==> config.mk <==
export PLATFORM = sky130hd
export DESIGN_NAME = corexy_line_step_generator
export DESIGN_NICKNAME = d
export VERILOG_FILES = /design/src/hdl/clsg_pkg.sv /design/src/hdl/clsg_core.sv /design/src/hdl/corexy_line_step_generator.sv
export SDC_FILE = /design/constraint.sdc
export NUM_CORES = 1
export LEC_CHECK = 0
export BUFFER_PORTS_ARGS = -buffer_cell sky130_fd_sc_hd__buf_2
export CAP_MARGIN = 30
export CELL_PAD_IN_SITES_DETAIL_PLACEMENT = 1
export CELL_PAD_IN_SITES_GLOBAL_PLACEMENT = 2
export CORE_AREA = 2 2 197 199
export CTS_CLUSTER_SIZE = 12
export DETAILED_ROUTE_END_ITERATION = 12
export DIE_AREA = 0 0 199 201
export GPL_ROUTABILITY_DRIVEN = 0
export PLACE_DENSITY = 0.89
export SYNTH_ARGS = -nofsm -noshare
export SYNTH_HDL_FRONTEND = slang
export SYNTH_SLANG_ARGS = --single-unit
==> constraint.sdc <==
create_clock -name clk -period 19.9 [get_ports clk]
set_input_delay 3.98 -clock clk [delete_from_list [all_inputs] [get_ports clk]]
set_output_delay 3.98 -clock clk [all_outputs]
set_load 0.02 [all_outputs]
==> src/hdl/clsg_pkg.sv <==
// Package with the shared widths, command codes and item structures of the line step generator.
package clsg_pkg;

  localparam int POS_BITS = 20;
  localparam int CNT_W    = POS_BITS + 1;
  localparam int ACC_W    = POS_BITS + 2;
  localparam int IN_DATA_W  = ((2 * POS_BITS + 7) / 8) * 8;
  localparam int IN_USER_W  = 4;
  localparam int OUT_DATA_W = 8;

  typedef enum logic [1:0] {
    CMD_MOVE = 2'd0,
    CMD_TICK = 2'd1,
    CMD_HOME = 2'd2,
    CMD_NONE = 2'd3
  } cmd_t;

  typedef struct packed {
    logic signed [POS_BITS-1:0] target_y;
    logic signed [POS_BITS-1:0] target_x;
    logic                       y_given;
    logic                       x_given;
    cmd_t                       command;
  } item_t;

  typedef struct packed {
    logic refused;
    logic move_finished;
    logic moving;
    logic reverse_b;
    logic pulse_b;
    logic reverse_a;
    logic pulse_a;
  } result_t;

endpackage

==> src/hdl/clsg_core.sv <==
// Motion state and single-pass command decode: position, motor counts and Bresenham accumulator.
module clsg_core (
  input  logic             clk,
  input  logic             rst_n,
  input  logic             fire,
  input  clsg_pkg::item_t  item,
  output clsg_pkg::result_t res
);
  import clsg_pkg::*;

  logic signed [POS_BITS-1:0] pos_x_r, pos_x_nxt;
  logic signed [POS_BITS-1:0] pos_y_r, pos_y_nxt;
  logic [CNT_W-1:0] major_total_r, major_total_nxt;
  logic [CNT_W-1:0] minor_total_r, minor_total_nxt;
  logic [CNT_W-1:0] major_left_r, major_left_nxt;
  logic [ACC_W-1:0] acc_r, acc_nxt;
  logic a_is_major_r, a_is_major_nxt;
  logic dir_a_r, dir_a_nxt;
  logic dir_b_r, dir_b_nxt;
  logic busy_r, busy_nxt;

  logic signed [POS_BITS-1:0] tx, ty;
  logic signed [ACC_W-1:0]    cnt_a, cnt_b;
  logic [CNT_W-1:0]           mag_a, mag_b;
  logic                       a_major;
  logic [ACC_W-1:0]           acc_sum;
  logic [ACC_W:0]             acc_diff;
  logic                       minor_step;
  logic                       pa, pb, fin, refused;

  always_comb begin
    tx = item.x_given ? item.target_x : pos_x_r;
    ty = item.y_given ? item.target_y : pos_y_r;
    cnt_a = (tx + ty) - (pos_x_r + pos_y_r);
    cnt_b = (tx - ty) - (pos_x_r - pos_y_r);
    mag_a = cnt_a[ACC_W-1] ? CNT_W'(-cnt_a) : cnt_a[CNT_W-1:0];
    mag_b = cnt_b[ACC_W-1] ? CNT_W'(-cnt_b) : cnt_b[CNT_W-1:0];
    a_major = mag_a >= mag_b;

    acc_sum    = acc_r + ACC_W'(minor_total_r);
    acc_diff   = {1'b0, acc_sum} - (ACC_W + 1)'(major_total_r);
    minor_step = !acc_diff[ACC_W];
  end

  always_comb begin
    pos_x_nxt       = pos_x_r;
    pos_y_nxt       = pos_y_r;
    major_total_nxt = major_total_r;
    minor_total_nxt = minor_total_r;
    major_left_nxt  = major_left_r;
    acc_nxt         = acc_r;
    a_is_major_nxt  = a_is_major_r;
    dir_a_nxt       = dir_a_r;
    dir_b_nxt       = dir_b_r;
    busy_nxt        = busy_r;
    pa      = 1'b0;
    pb      = 1'b0;
    fin     = 1'b0;
    refused = 1'b0;
    case (item.command)
      CMD_MOVE: begin
        if (busy_r) begin
          refused = 1'b1;
        end else begin
          pos_x_nxt       = tx;
          pos_y_nxt       = ty;
          dir_a_nxt       = cnt_a[ACC_W-1];
          dir_b_nxt       = cnt_b[ACC_W-1];
          a_is_major_nxt  = a_major;
          major_total_nxt = a_major ? mag_a : mag_b;
          minor_total_nxt = a_major ? mag_b : mag_a;
          major_left_nxt  = a_major ? mag_a : mag_b;
          acc_nxt         = '0;
          busy_nxt        = (a_major ? mag_a : mag_b) != '0;
        end
      end
      CMD_TICK: begin
        if (busy_r) begin
          acc_nxt        = minor_step ? acc_diff[ACC_W-1:0] : acc_sum;
          pa             = a_is_major_r ? 1'b1 : minor_step;
          pb             = a_is_major_r ? minor_step : 1'b1;
          major_left_nxt = major_left_r - CNT_W'(1);
          if (major_left_r == CNT_W'(1)) begin
            busy_nxt = 1'b0;
            fin      = 1'b1;
          end
        end
      end
      CMD_HOME: begin
        if (busy_r) begin
          refused = 1'b1;
        end else begin
          pos_x_nxt = '0;
          pos_y_nxt = '0;
        end
      end
      default: begin
      end
    endcase
  end

  always_comb begin
    res.pulse_a       = pa;
    res.reverse_a     = dir_a_nxt;
    res.pulse_b       = pb;
    res.reverse_b     = dir_b_nxt;
    res.moving        = busy_nxt;
    res.move_finished = fin;
    res.refused       = refused;
  end

  always_ff @(posedge clk) begin
    if (!rst_n) begin
      pos_x_r       <= '0;
      pos_y_r       <= '0;
      major_total_r <= '0;
      minor_total_r <= '0;
      major_left_r  <= '0;
      acc_r         <= '0;
      a_is_major_r  <= 1'b1;
      dir_a_r       <= 1'b0;
      dir_b_r       <= 1'b0;
      busy_r        <= 1'b0;
    end else if (fire) begin
      pos_x_r       <= pos_x_nxt;
      pos_y_r       <= pos_y_nxt;
      major_total_r <= major_total_nxt;
      minor_total_r <= minor_total_nxt;
      major_left_r  <= major_left_nxt;
      acc_r         <= acc_nxt;
      a_is_major_r  <= a_is_major_nxt;
      dir_a_r       <= dir_a_nxt;
      dir_b_r       <= dir_b_nxt;
      busy_r        <= busy_nxt;
    end
  end

  a_busy_has_steps: assert property (@(posedge clk) disable iff (!rst_n)
    busy_r |-> major_left_r != '0)
    else $error("busy with no major steps left");

  a_acc_below_major: assert property (@(posedge clk) disable iff (!rst_n)
    busy_r |-> acc_r < ACC_W'(major_total_r))
    else $error("accumulator not below major count");

  a_pulse_needs_busy: assert property (@(posedge clk) disable iff (!rst_n)
    fire && (res.pulse_a || res.pulse_b) |-> busy_r)
    else $error("pulse issued while idle");

  a_finish_goes_idle: assert property (@(posedge clk) disable iff (!rst_n)
    fire && res.move_finished |=> !busy_r)
    else $error("still busy after final step");

  a_refuse_needs_busy: assert property (@(posedge clk) disable iff (!rst_n)
    fire && res.refused |-> busy_r)
    else $error("command refused while idle");

endmodule

==> src/hdl/corexy_line_step_generator.sv <==
// Top level of the CoreXY line step generator: stream ports, input register and result register.
// A command passes the input register and then the result register before out_tvalid rises.
// Throughput: one command per clock cycle while no result waits on out_tready; the tick
// path is one add, compare and subtract.
// The input and result registers let a new command enter while a result waits on out_tready.
// Reset (rst_n low, synchronous) empties both registers, zeroes position, counts and
// accumulator, clears the direction bits and idles the block with motor A as major.
module corexy_line_step_generator (
  input  logic                            clk,
  input  logic                            rst_n,
  input  logic                            in_tvalid,
  output logic                            in_tready,
  // Fields from bit 0: target_x, target_y.
  input  logic [clsg_pkg::IN_DATA_W-1:0]  in_tdata,
  // Fields from bit 0: command (2 bits), x_given, y_given.
  input  logic [clsg_pkg::IN_USER_W-1:0]  in_tuser,
  output logic                            out_tvalid,
  input  logic                            out_tready,
  // Fields from bit 0: pulse_a, reverse_a, pulse_b, reverse_b, moving, move_finished,
  // refused, then one zero bit.
  output logic [clsg_pkg::OUT_DATA_W-1:0] out_tdata
);
  import clsg_pkg::*;

  item_t   item_r;
  logic    in_valid_r;
  result_t res;
  result_t res_r;
  logic    out_valid_r;
  logic    proceed;

  assign proceed   = in_valid_r && (!out_valid_r || out_tready);
  assign in_tready = !in_valid_r || proceed;

  always_ff @(posedge clk) begin
    if (!rst_n) begin
      in_valid_r  <= 1'b0;
      out_valid_r <= 1'b0;
    end else begin
      if (in_tready) begin
        in_valid_r <= in_tvalid;
      end
      if (proceed) begin
        out_valid_r <= 1'b1;
      end else if (out_tready) begin
        out_valid_r <= 1'b0;
      end
    end
  end

  always_ff @(posedge clk) begin
    if (in_tready && in_tvalid) begin
      item_r.command  <= cmd_t'(in_tuser[1:0]);
      item_r.x_given  <= in_tuser[2];
      item_r.y_given  <= in_tuser[3];
      item_r.target_x <= in_tdata[POS_BITS-1:0];
      item_r.target_y <= in_tdata[2*POS_BITS-1:POS_BITS];
    end
    if (proceed) begin
      res_r <= res;
    end
  end

  clsg_core u_core (
    .clk   (clk),
    .rst_n (rst_n),
    .fire  (proceed),
    .item  (item_r),
    .res   (res)
  );

  assign out_tvalid = out_valid_r;
  assign out_tdata  = OUT_DATA_W'(res_r);

endmodule
After elaboration in Yosys (flattened, before gate mapping)

Cells that the tools add are included.

Bits in registers: 182
Input bits: 48
Output and inout bits: 10
Logic and storage cells: 92

Add/subtract/negate cells: 11
Order comparisons: 1
Eq/ne operators: 6
Mux-type cells: 32
Bitwise logic cells: 1
Reduce and logical (&&, ||, !) cells: 17

Operators with widths:

| cell                                                  | count |
|---|---|
| two-way mux 21 bit                                    | 6 |
| two-way mux 20 bit                                    | 5 |
| one-hot mux 20 bit (2 select lines)                   | 2 |
| two-way mux 22 bit                                    | 3 |
| one-hot mux 22 bit (2 select lines)                   | 1 |
| subtractor 21 x 21 -> 22 bit                          | 2 |
| adder 20 x 20 -> 21 bit                               | 2 |
| negation 21 bit                                       | 2 |
| one-hot mux 21 bit (2 select lines)                   | 1 |
| subtractor 20 x 20 -> 21 bit                          | 2 |
| subtractor 22 x 21 -> 23 bit                          | 1 |
| adder 22 x 21 -> 22 bit                               | 1 |
| equality test 21 x 1 -> 1 bit (second input constant) | 1 |
| greater-or-equal comparator 21 bit                    | 1 |
| nonzero test 21 bit                                   | 1 |
| subtractor 21 x 1 -> 21 bit (second input constant)   | 1 |
| two-way mux 1 bit                                     | 13 |
| AND reduction 4 bit                                   | 2 |
| nonzero test 2 bit                                    | 3 |
| != test 2 bit (second input constant)                 | 2 |
| logical NOT 1 bit                                     | 3 |
| AND reduction 3 bit                                   | 1 |
| equality test 2 x 1 -> 1 bit (second input constant)  | 1 |
| equality test 2 bit (second input constant)           | 1 |
| 8 further kinds                                       | 10 |

Logic depth before layout (Yosys ltp)

Gate-level depths: netlist of run 1.

Depth after elaboration: 10
Gate-level depth with buffers: 36

By module

A second synthesis of run 1 with hierarchy kept.

Cells, all modules: 2,028
Area total of the unflattened synthesis: 16,574.6 um2

Modules (own cells, without submodules):

| module                     | times used | cells each | area each (um2) | sequential area each (um2) |
|---|---|---|---|---|
| clsg_core                  | 1          | 1,966      | 14,928.1        | 2,582.5 |
| corexy_line_step_generator | 1          | 62         | 1,646.6         | 1,571.5 |

Worst setup path after synthesis of run 1

Ideal clock, no wire load.

Kind: input port to output port
Start: in out_tready
End: out in_tready
Arrival time: 4.332 ns
Setup slack: 11.588 ns
Stages on the path: 2
Buffers on the path: 0
Cell sequence: nor2b_1 > nand2_1

Word-level cells in the longest chain between the ends: 3

RTL lines:

| item               | RTL line                         | RTL |
|---|---|---|
| start: declaration | corexy_line_step_generator.sv:18 | `input logic out_tready,` |
| logical OR 1 bit   | corexy_line_step_generator.sv:32 | `assign proceed = in_valid_r && (!out_valid_r \|\| out_tready);` |
| logical AND 1 bit  | corexy_line_step_generator.sv:32 |  |
| logical OR 1 bit   | corexy_line_step_generator.sv:33 | `assign in_tready = !in_valid_r \|\| proceed;` |
| end: declaration   | corexy_line_step_generator.sv:12 | `output logic in_tready,` |

No other way between the ends.

Final worst setup path of run 1

Start: reg item_r[2] (netlist bit)
End: reg res_r, in the netlist out_tdata[4], data pin

Word-level cells in the longest chain between the ends: 10
Elaborated cells between the ends (all ways): 14

RTL lines:

| item                                                                    | RTL line                         | RTL |
|---|---|---|
| start: declaration                                                      | corexy_line_step_generator.sv:25 | `item_t item_r;` |
| two-way mux 20 bit (*)                                                  | clsg_core.sv:32                  | `tx = item.x_given ? item.target_x : pos_x_r;` |
| adder 20 x 20 -> 21 bit or subtractor 20 x 20 -> 21 bit (tied branches) | clsg_core.sv:34, clsg_core.sv:35 |  |
| subtractor 21 x 21 -> 22 bit (on tied branches)                         | clsg_core.sv:34, clsg_core.sv:35 |  |
| negation 21 bit (on tied branches)                                      | clsg_core.sv:36, clsg_core.sv:37 |  |
| two-way mux 21 bit (on tied branches)                                   | clsg_core.sv:36, clsg_core.sv:37 |  |
| greater-or-equal comparator 21 bit                                      | clsg_core.sv:38                  | `a_major = mag_a >= mag_b;` |
| two-way mux 21 bit (*)                                                  | clsg_core.sv:74                  | `busy_nxt = (a_major ? mag_a : mag_b) != '0;` |
| nonzero test 21 bit (*)                                                 | clsg_core.sv:74                  |  |
| two-way mux 1 bit (*)                                                   | clsg_core.sv:62                  | `if (busy_r) begin` |
| one-hot mux 1 bit (2 select lines) (*)                                  | clsg_core.sv:60                  | `case (item.command)` |
| named net u_core.busy_nxt                                               | clsg_core.sv:20                  | `logic busy_r, busy_nxt;` |
| end signal: assignment                                                  | corexy_line_step_generator.sv:60 | `res_r <= res;` |
| end: declaration                                                        | corexy_line_step_generator.sv:28 | `result_t res_r;` |

The timed path passes the listed nets; every way through them passes the cells marked *.
A chain may end at the register's enable or synchronous reset.

==> results of run 1 <==
## layer usage
layer	part of all wire, %	global-route usage [%]
met1	46	30.2
met2	50	42.3
met3	2.3	3.58
met4	2.2	6.64
met5	0	0
## cells in the mapped netlist (all sizes together) (25+ instances only)
master / number
edfxtp: 51
a21oi: 141
ha: 111
a211oi: 33
inv: 164
mux2i: 38
a21o: 25
clkbuf: 71
nor2: 193
nand2: 183
mux2: 25
o211ai: 26
o21a: 25
nor3: 49
xnor2: 64
dfxtp: 131
o21ai: 134
fa: 84
a22oi: 43
nand3: 28
xor2: 29
## report_power, final
part	total [mW]	internal, mW	switching, mW
clock network	0.365	0.207	0.158
logic	1.99	0.739	1.25
registers	0.425	0.407	0.0178
total	2.78	1.35	1.42
## final timing paths
check / slack (ps) / to / cells after the start / from
max: 10000 / out_tdata[4] / 27 / item_r[2]
min: 460 / u_core.major_total_r[10] / 2 / u_core.major_total_r[10]
max reg2reg: 10000 / out_tdata[4] / 27 / item_r[2]
min reg2reg: 460 / u_core.major_total_r[10] / 2 / u_core.major_total_r[10]
## area by class of cell
type                       count  share of cell area, %
tap                          518                   3.69
clock inverter                 9                  0.534
timing repair buffer          74                   2.61
clock buffer                  22                   3.07
inverter                     164                   3.51
sequential                   182                   23.7
multi-input combinational   1503                   62.9
## critical path, stage by stage (launching register included)
cell	delay, ps
edfxtp_1	320
buf_4	340
o21ai_0	300
fa_1	580
inv_1	60
fa_1	530
inv_1	40
ha_1	250
fa_1	480
a211oi_1	390
o211a_1	220
o31a_1	180
xnor2_1	160
a2111oi_2	600
nand4_1	350
o41ai_2	590
xor2_1	250
ha_1	300
nand4_1	200
a21oi_1	60
a2111oi_0	760
o31a_1	570
buf_4	380
a31oi_1	190
a2111oi_0	470
or4bb_1	580
nor4b_4	380
o31ai_1	100
## through the flow
step           util [%]  total power, mW  hold slack (ps)  cells
6_report           46.1             2.78              459   2472
5_1_grt            46.1             3.00              485   2472
4_1_cts            46.1             2.79              460   2471
3_5_place_dp       44.4             2.40              450   2440
3_3_place_gp       44.2             2.34              441   2435
2_1_floorplan         -             1.88              432   1938
## cells in the final DEF, fill, tap and decap left out, types with 8 or more instances in the layout
cell and n:
a2111oi_0 10, a211oi_1 33, a21o_1 25, a21oi_1 139
a22oi_1 43, a31oi_1 13, and3_1 14, buf_2 57
buf_4 12, clkbuf_16 21, dfxtp_1 131, edfxtp_1 51
fa_1 84, ha_1 111, inv_1 161, mux2_2 25
mux2i_1 38, nand2_1 182, nand2b_1 21, nand3_1 28
nand3b_1 8, nand4_1 16, nor2_1 191, nor2b_1 22
nor3_1 46, nor3b_1 9, nor4_1 9, o211ai_1 26
o21a_1 25, o21ai_0 132, o31a_1 11, or2_2 10
or3_1 18, xnor2_1 63, xor2_1 29
## kinds of logic after synthesis
kind of cell	share of synthesized area (%)
AOI/OAI and AO/OA	21.5
buffers and inverters	5.99
other	0.0232
and+or+nand+nor	18.5
DFF	25.7
adders and majority gates	19.0
xor gates and xnor gates	5.09
muxes	4.10
## state kept, by name (all words and copies together) (netlist names)
register and flops:
u_core.dir_a_r 1, out_tvalid 1, u_core.major_total_r 21, u_core.a_is_major_r 1, u_core.pos_y_r 20, in_valid_r 1
u_core.acc_r 22, u_core.busy_r 1, u_core.dir_b_r 1, out_tdata 7, u_core.minor_total_r 21, u_core.pos_x_r 20
u_core.major_left_r 21, item_r 44
==> results.cfg, run 1 <==
[clocking]
clock_sinks = 182
cts_tree = yes
post_cts_buffers = 0
cts_made_buffers = 17
cts-root-buf = clkbuf_16
clk_pin_slew_ps = 70
cts.repair.resized = 0
cts_max_level = 4
hold_buffers = 0
insertion_delay_ps = 470
cts.path.max_buffers = 2

[sta]
setup_viol = 0
hold_viol_final = 0
maxSlewHeadroom_pct = 31.3
clock_skew_ps = 15.5
fin_crit_sh_pct = 49.7
period_needed_ps = 9900
drv_slew = 0
worst_slew_pin_slew_ps = 1020
clock.fmax_mhz = 101
final.setup.tns_ps = 0
rsz0062_at_grt = false
finalWorstSetupSlack_ps = 10000

[floorplanning]
dieArea_um2 = 40000
core_area_um2 = 38100
start_util_pct = 42.3
fp-row-count = 72
die_h_um = 201
ios = 58
die_w_um = 199

[synthesis]
syn_nets = 2181
ys_top_cells_by_area = dfxtp_1 16%, fa_1 10%, edfxtp_1 9.5%, ha_1 8.6%, nor2_1 4.5%
yosys_warnings = 0
synth_edf_count = 51
synthCells = 1938
yosysSeqAreaShare_pct = 25.7
ys_seq_elements = 182
syn_avg_cell_area_um2 = 8.33
yosysTopAreaCell = dfxtp_1
yosysTopAreaCellShare_pct = 16.3
synthArstFlopShare_pct = 0
synth.cell_area_um2 = 16100
synth_flop_cell = dfxtp_1
yosys.cell_types.count = 94

[routing]
drt_iter0_drc = 501
drt.antenna.violating_nets = 0
vias_per_cell = 5.70
wl_per_cell_um = 18.8
vias = 14088
drt-pass1-iter-count = 5
drc_errors = 0
drt_wl_total_um = 46400

[power]
leakagePower_nw = 7.15
max-vdd-ir-drop_v = 0.000153
power_density_nw_per_um2 = 158

[cells_and_area]
fillers = 4582
seq_area_um2 = 4150
nets = 2185
num_antenna_cells = 0
multiInputGateArea_um2 = 11000
syn2layout_area_growth_pct = 8.81
finalInstanceArea_um2 = 17600
drive_gt1_share_pct = 9.21

[min_path]
min_path_type = reg2reg

[run_status]
status = finished, final reports clean

[global_routing]
antenna_found_initial = 0
grt_pass1_wl_um = 76700
grt-ovfl-total = 0
grt_max_degree = 61
grt_usage_pct = 24.0
grt_pass1_vias = 14919

[place]
place_hpwl_um = 36700
post-place-ws_ps = 10100
io_buffers = 56
placed_cell_area_um2 = 16900

[setup_path]
cp_max_fo = 27
end_kind = flop
cp.arrival_ps = 10110
worstPathRequired_ps = 20110
critPathLaunchType = flop
path_class = reg2reg

[flow_run]
drv_cap = 0
Power figures use the tool's default switching activity.
==> inputs of run 2 (changes only) <==
--- a/config.mk
+++ b/config.mk
@@ -5,16 +5,17 @@
 export SDC_FILE = /design/constraint.sdc
 export NUM_CORES = 1
 export LEC_CHECK = 0
+export ABC_AREA = 1
 export BUFFER_PORTS_ARGS = -buffer_cell sky130_fd_sc_hd__buf_2
 export CAP_MARGIN = 30
 export CELL_PAD_IN_SITES_DETAIL_PLACEMENT = 1
 export CELL_PAD_IN_SITES_GLOBAL_PLACEMENT = 2
-export CORE_AREA = 2 2 197 199
+export CORE_AREA = 2 2 224 226
 export CTS_CLUSTER_SIZE = 12
 export DETAILED_ROUTE_END_ITERATION = 12
-export DIE_AREA = 0 0 199 201
+export DIE_AREA = 0 0 226 228
 export GPL_ROUTABILITY_DRIVEN = 0
-export PLACE_DENSITY = 0.89
+export PLACE_DENSITY = 0.83
 export SYNTH_ARGS = -nofsm -noshare
 export SYNTH_HDL_FRONTEND = slang
 export SYNTH_SLANG_ARGS = --single-unit
==> constraint.sdc (replaced) <==
create_clock -name clk -period 9.8 [get_ports clk]
set_input_delay 1.96 -clock clk [delete_from_list [all_inputs] [get_ports clk]]
set_output_delay 1.96 -clock clk [all_outputs]
set_load 0.02 [all_outputs]
==> results.cfg, run 2 <==
[sta]
worst_slew_pin_slew_ps = 939
period_needed_ps = 7990
fin_crit_sh_pct = 81.5
final.setup.tns_ps = 0
clock.fmax_mhz = 125
drv_slew = 0
hold_viol_final = 0
maxSlewHeadroom_pct = 37.4
clock_skew_ps = 18.2
setup_viol = 0
rsz0062_at_grt = false
holdWs_ps = 467

[global_routing]
globalRouteMet2Util_pct = 41.2
grt_max_degree = 70
use_met3_pct = 2.91
met1_usage_pct = 29.3
grt_pass1_wl_um = 94800
grt-ovfl-total = 0
grt_usage_pct = 23.7
grt_pass1_vias = 17531
antenna_found_initial = 1
top_usage_layer = met2

[synthesis]
synth_flop_cell = dfxtp_1
synth.cell_area_um2 = 17400
yosysTopAreaCellShare_pct = 17.6
syn_avg_cell_area_um2 = 6.60
synthArstFlopShare_pct = 0
yosys.cell_count.top_type = nand2_1
yosys_warnings = 0
synthCells = 2641
synth-compound-area-share_pct = 12.0
yosysTopAreaCell = nand2_1
synthXorXnorAreaFrac_pct = 2.60
syn_nets = 2884
ys_top_cells_by_area = nand2_1 18%, dfxtp_1 15%, inv_1 10%, fa_1 9.6%, edfxtp_1 8.8%
synth.cells.most_frequent = 817 x nand2_1, 472 x inv_1, 189 x a21oi_1
synth_simple_gate_area_share_pct = 31.4
synth.mux.area_fraction_pct = 0.351
yosysSeqAreaShare_pct = 23.8
synth-adder-area-share_pct = 17.6
ys_seq_elements = 182
yosys.cell_types.count = 56
synth_edf_count = 51
synth_top_family_by_area = simple AND/OR/NAND/NOR gates

[place]
io_buffers = 56
place_hpwl_um = 49000

[setup_path]
slowest_stage = edfxtp_1
worstPathRequired_ps = 10050
cp_max_fo = 28
cp.arrival_ps = 8240
slowest_delay_ps = 940
critPathLaunchType = flop
crit_top_cell = nand3_1
path_class = reg2reg
end_kind = flop

[clocking]
cts.path.max_buffers = 2
insertion_delay_ps = 500
cts_max_level = 4
clock_sinks = 182
clk_pin_slew_ps = 70
cts-root-buf = clkbuf_16
hold_buffers = 0
post_cts_buffers = 0
cts.repair.resized = 0
cts_made_buffers = 17
cts_tree = yes

[routing]
vias = 16766
drt-pass1-iter-count = 5
vias_per_cell = 5.01
drc_errors = 0
wl_per_cell_um = 17.7
drt_wl_total_um = 59400
drt.antenna.violating_nets = 0
drt_iter0_drc = 692

[cells_and_area]
nets = 2907
syn2layout_area_growth_pct = 8.64
regMostFlops = item_r
layout_top_registers = item_r: 44 flops, u_core.acc_r: 22 flops
final_common_cell = nand2_1
drive_gt1_share_pct = 7.36
final_cell_mix = 817 x nand2_1, 471 x inv_1, 189 x a21oi_1
num_antenna_cells = 0
largest_register_ffs = 44

[run_status]
status = finished, final reports clean

[floorplanning]
die_h_um = 228
fp-row-count = 82
die_w_um = 226
core_area_um2 = 49300
ios = 58
dieArea_um2 = 51500
start_util_pct = 35.3

[power]
power_density_nw_per_um2 = 325
leakagePower_nw = 9.62
max-vdd-ir-drop_v = 0.000189

[min_path]
min_path_type = reg2reg

[flow_run]
drv_cap = 0
-- run 2: layout make-up --
| type | count | area (um2) |
|---|---|---|
| timing repair buffer | 71 | 425 |
| sequential | 182 | 4150 |
| multi-input combinational | 1906 | 11200 |
| fill | 6463 | 30400 |
| inverter | 486 | 1830 |
| clock buffer | 21 | 452 |
| tap | 672 | 841 |
| clock inverter | 11 | 75.1 |
-- run 2: stage by stage --
stage / util (%) / area (um2) / std cells / worst slack, ps / power (mW)
after detailed placement: 37.3 / 18400 / 3316 / 1770 / 5.51
after global routing: 38.4 / 18900 / 3349 / 1030 / 6.75
after CTS: 38.4 / 18900 / 3348 / 1730 / 6.20
after global placement: 37.2 / 18400 / 3315 / 2000 / 5.42
after floorplan: - / 17400 / 2641 / 3720 / 3.96
final: 38.4 / 18900 / 3349 / 1810 / 6.15
-- run 2: kinds of logic (layout without fill, tap and decap cells) --
group / after synthesis / count (layout)
multiplexers: 6 / 6
AND/OR/NAND/NOR: 1276 / 1276
flip-flops: 182 / 182
adder cells (fa/ha/maj): 195 / 195
other: 1 / 1
AO/OA/AOI/OAI: 377 / 377
XOR/XNOR: 51 / 51
buffers and inverters: 553 / 589
-- run 2: power by group --
| part | switching, mW | total [mW] | internal, mW |
|---|---|---|---|
| registers | 0.0456 | 0.874 | 0.829 |
| clock network | 0.329 | 0.661 | 0.331 |
| logic | 3.31 | 4.62 | 1.31 |
-- run 2: path summary, 6_finish.rpt --
path | from | endpoint | cells past startpoint | slack [ps]
min reg2reg | u_core.pos_x_r[16] | u_core.pos_x_r[16] | 2 | 470
min | u_core.pos_x_r[16] | u_core.pos_x_r[16] | 2 | 470
max | item_r[3] | out_tdata[4] | 33 | 1810
max reg2reg | item_r[3] | out_tdata[4] | 33 | 1810
-- run 2: layer usage --
metal,vias up,share of wire (%),routed length [um]
met5,-,0.022,13
met2,205,49,29200
met3,92,2.3,1360
li1,8386,-,-
met4,2,4.0,2360
met1,8081,45,26500
-- run 2: critical path: cells and delay by family, from the launching register on --
| family | cells | cell delay [ps] |
|---|---|---|
| flip-flops | 1 | 940 |
| AO/OA/AOI/OAI | 5 | 1460 |
| adder cells (fa/ha/maj) | 6 | 2390 |
| buffers and inverters | 4 | 280 |
| AND/OR/NAND/NOR | 18 | 2650 |
==> inputs of run 3 (changes only) <==
--- a/config.mk
+++ b/config.mk
@@ -10,12 +10,12 @@
 export CAP_MARGIN = 30
 export CELL_PAD_IN_SITES_DETAIL_PLACEMENT = 1
 export CELL_PAD_IN_SITES_GLOBAL_PLACEMENT = 2
-export CORE_AREA = 2 2 224 226
+export CORE_AREA = 2 2 233 235
 export CTS_CLUSTER_SIZE = 12
 export DETAILED_ROUTE_END_ITERATION = 12
-export DIE_AREA = 0 0 226 228
+export DIE_AREA = 0 0 235 237
 export GPL_ROUTABILITY_DRIVEN = 0
-export PLACE_DENSITY = 0.83
+export PLACE_DENSITY = 0.8
 export SYNTH_ARGS = -nofsm -noshare
 export SYNTH_HDL_FRONTEND = slang
 export SYNTH_SLANG_ARGS = --single-unit
==> constraint.sdc (replaced) <==
create_clock -name clk -period 6.6 [get_ports clk]
set_input_delay 1.32 -clock clk [delete_from_list [all_inputs] [get_ports clk]]
set_output_delay 1.32 -clock clk [all_outputs]
set_load 0.02 [all_outputs]
==> results.cfg, run 3 (synthesis results as in run 2) <==
[clocking]
cts.path.max_buffers = 2
clk_pin_slew_ps = 80
cts_made_buffers = 17
cts_tree = yes
cts_max_level = 4
insertion_delay_ps = 500
cts-root-buf = clkbuf_16
clock_sinks = 182

[floorplanning]
start_util_pct = 32.7
dieArea_um2 = 55700
core_area_um2 = 53300
fp-row-count = 85
ios = 58
die_w_um = 235
die_h_um = 237

[cells_and_area]
final_cell_mix = 753 x nand2_1, 462 x inv_1, 177 x a21oi_1
regMostFlops = item_r
largest_register_ffs = 44
fillers = 6796
final_common_cell = nand2_1
nets = 3026
final_util_pct = 39.7
num_antenna_cells = 0
drive_gt1_share_pct = 18.3
layout_top_registers = item_r: 44 flops, u_core.acc_r: 22 flops
syn2layout_area_growth_pct = 21.4

[global_routing]
grt_pass1_wl_um = 97300
grt_pass1_vias = 18170
grt_max_degree = 53
antenna_found_initial = 1
grt_usage_pct = 22.1
grt-ovfl-total = 0

[place]
io_buffers = 56
place_hpwl_um = 50700
post-place-ws_ps = -217

[sta]
setup_viol = 0
finalWorstSetupSlack_ps = 230
holdWs_ps = 468
hold_viol_final = 0
clock_skew_ps = 13.4
drv_slew = 0
period_needed_ps = 6370
maxSlewHeadroom_pct = 44.9
fin_crit_sh_pct = 96.5
clock.fmax_mhz = 157
worst_slew_pin_slew_ps = 826

[routing]
drc_errors = 0
drt_iter0_drc = 705
wl_per_cell_um = 18.1
vias = 17319
drt.antenna.violating_nets = 0
vias_per_cell = 4.96
drt_wl_total_um = 63100
drt-pass1-iter-count = 5

[setup_path]
slowest_stage = fa_1
worstPathRequired_ps = 7000
critPathLaunchType = flop
cp.arrival_ps = 6770
crit_top_cell = nand2_2
cp_max_fo = 16
path_class = reg2reg
r2r_setup_slack_ps = 230
slowest_delay_ps = 580
end_kind = flop

[run_status]
status = finished, final reports clean

[power]
max-vdd-ir-drop_v = 0.000382
leakagePower_nw = 10.3
total_power_mw = 11.4
power_density_nw_per_um2 = 539

[min_path]
min_path_type = reg2reg

[flow_run]
drv_cap = 0
[run 3: cell count changes in the layout (fill, tap and decap cells not counted), moves of 13 or more]
cell,change
buf_4,+106
nand2_1,-64
nand2_2,+56
ha_1,-44
ha_4,+34
nor2_1,-26
o21ai_0,-25
nand3_1,-18
nand3_2,+17
nor2_2,+15
o21ai_1,+13
[run 3: final cells by class]
type	instances	area, um2	area share (%)
clock buffers	20	458	2.16
repair buffers	185	1380	6.51
inverters	486	1830	8.64
flip-flops and latches	182	4150	19.6
well taps	696	871	4.11
repair inverters	1	7.51	0.0355
clock inverters	12	110	0.520
multi-input cells	1910	12400	58.4
[run 3: power breakdown]
group	internal (mW)	switching (mW)	total, mW	leakage, nW
combinational	3.46	5.63	9.09	8.51
clock	0.518	0.516	1.03	0.278
sequential	1.23	0.0664	1.30	1.56
total	5.20	6.21	11.4	10.3
[run 3: per-layer routing]
layer,GRT usage (%),vias to the layer above,part of all wire [%]
met3,2.25,96,1.9
met2,40.1,247,50
met4,8.46,0,3.3
met1,26.9,8328,45
met5,0,-,0
li1,-,8648,-
[run 3: worst paths after layout]
| check | end | start | cells past startpoint |
|---|---|---|---|
| worst min register to register | u_core.pos_y_r[15] | u_core.pos_y_r[15] | 2 |
| worst max register to register | u_core.busy_r | item_r[3] | 35 |
| worst min-delay path | u_core.pos_y_r[15] | u_core.pos_y_r[15] | 2 |
| worst max-delay path | u_core.busy_r | item_r[3] | 35 |
[run 3: worst max-delay path: cells and delay by family (launching register included)]
family          cells  cell delay (ps)
fa+ha+maj           4             1550
flops               1              410
simple gates       18             2580
buf+inv             9             1250
compound gates      4              450
[run 3: per-stage QoR]
stage | setup TNS, ps | instances | cell area (um2)
finish | 0 | 3492 | 21200
global route | -301 | 3492 | 21200
CTS | 0 | 3463 | 19900
detailed placement | -2290 | 3426 | 19100
global placement | -128 | 3424 | 19100
floorplan | 0 | 2641 | 17400
[run 3: timing repair]
action / 4_1_cts / 5_1_grt
pin swaps: 2 / 53
hold endpoints to repair: 0 / 0
resized for setup: 36 / 248
endpoints found under the setup margin: 25 / 66
gates cloned: 2 / 5
setup buffers: 3 / 23
hold buffers: 0 / 0
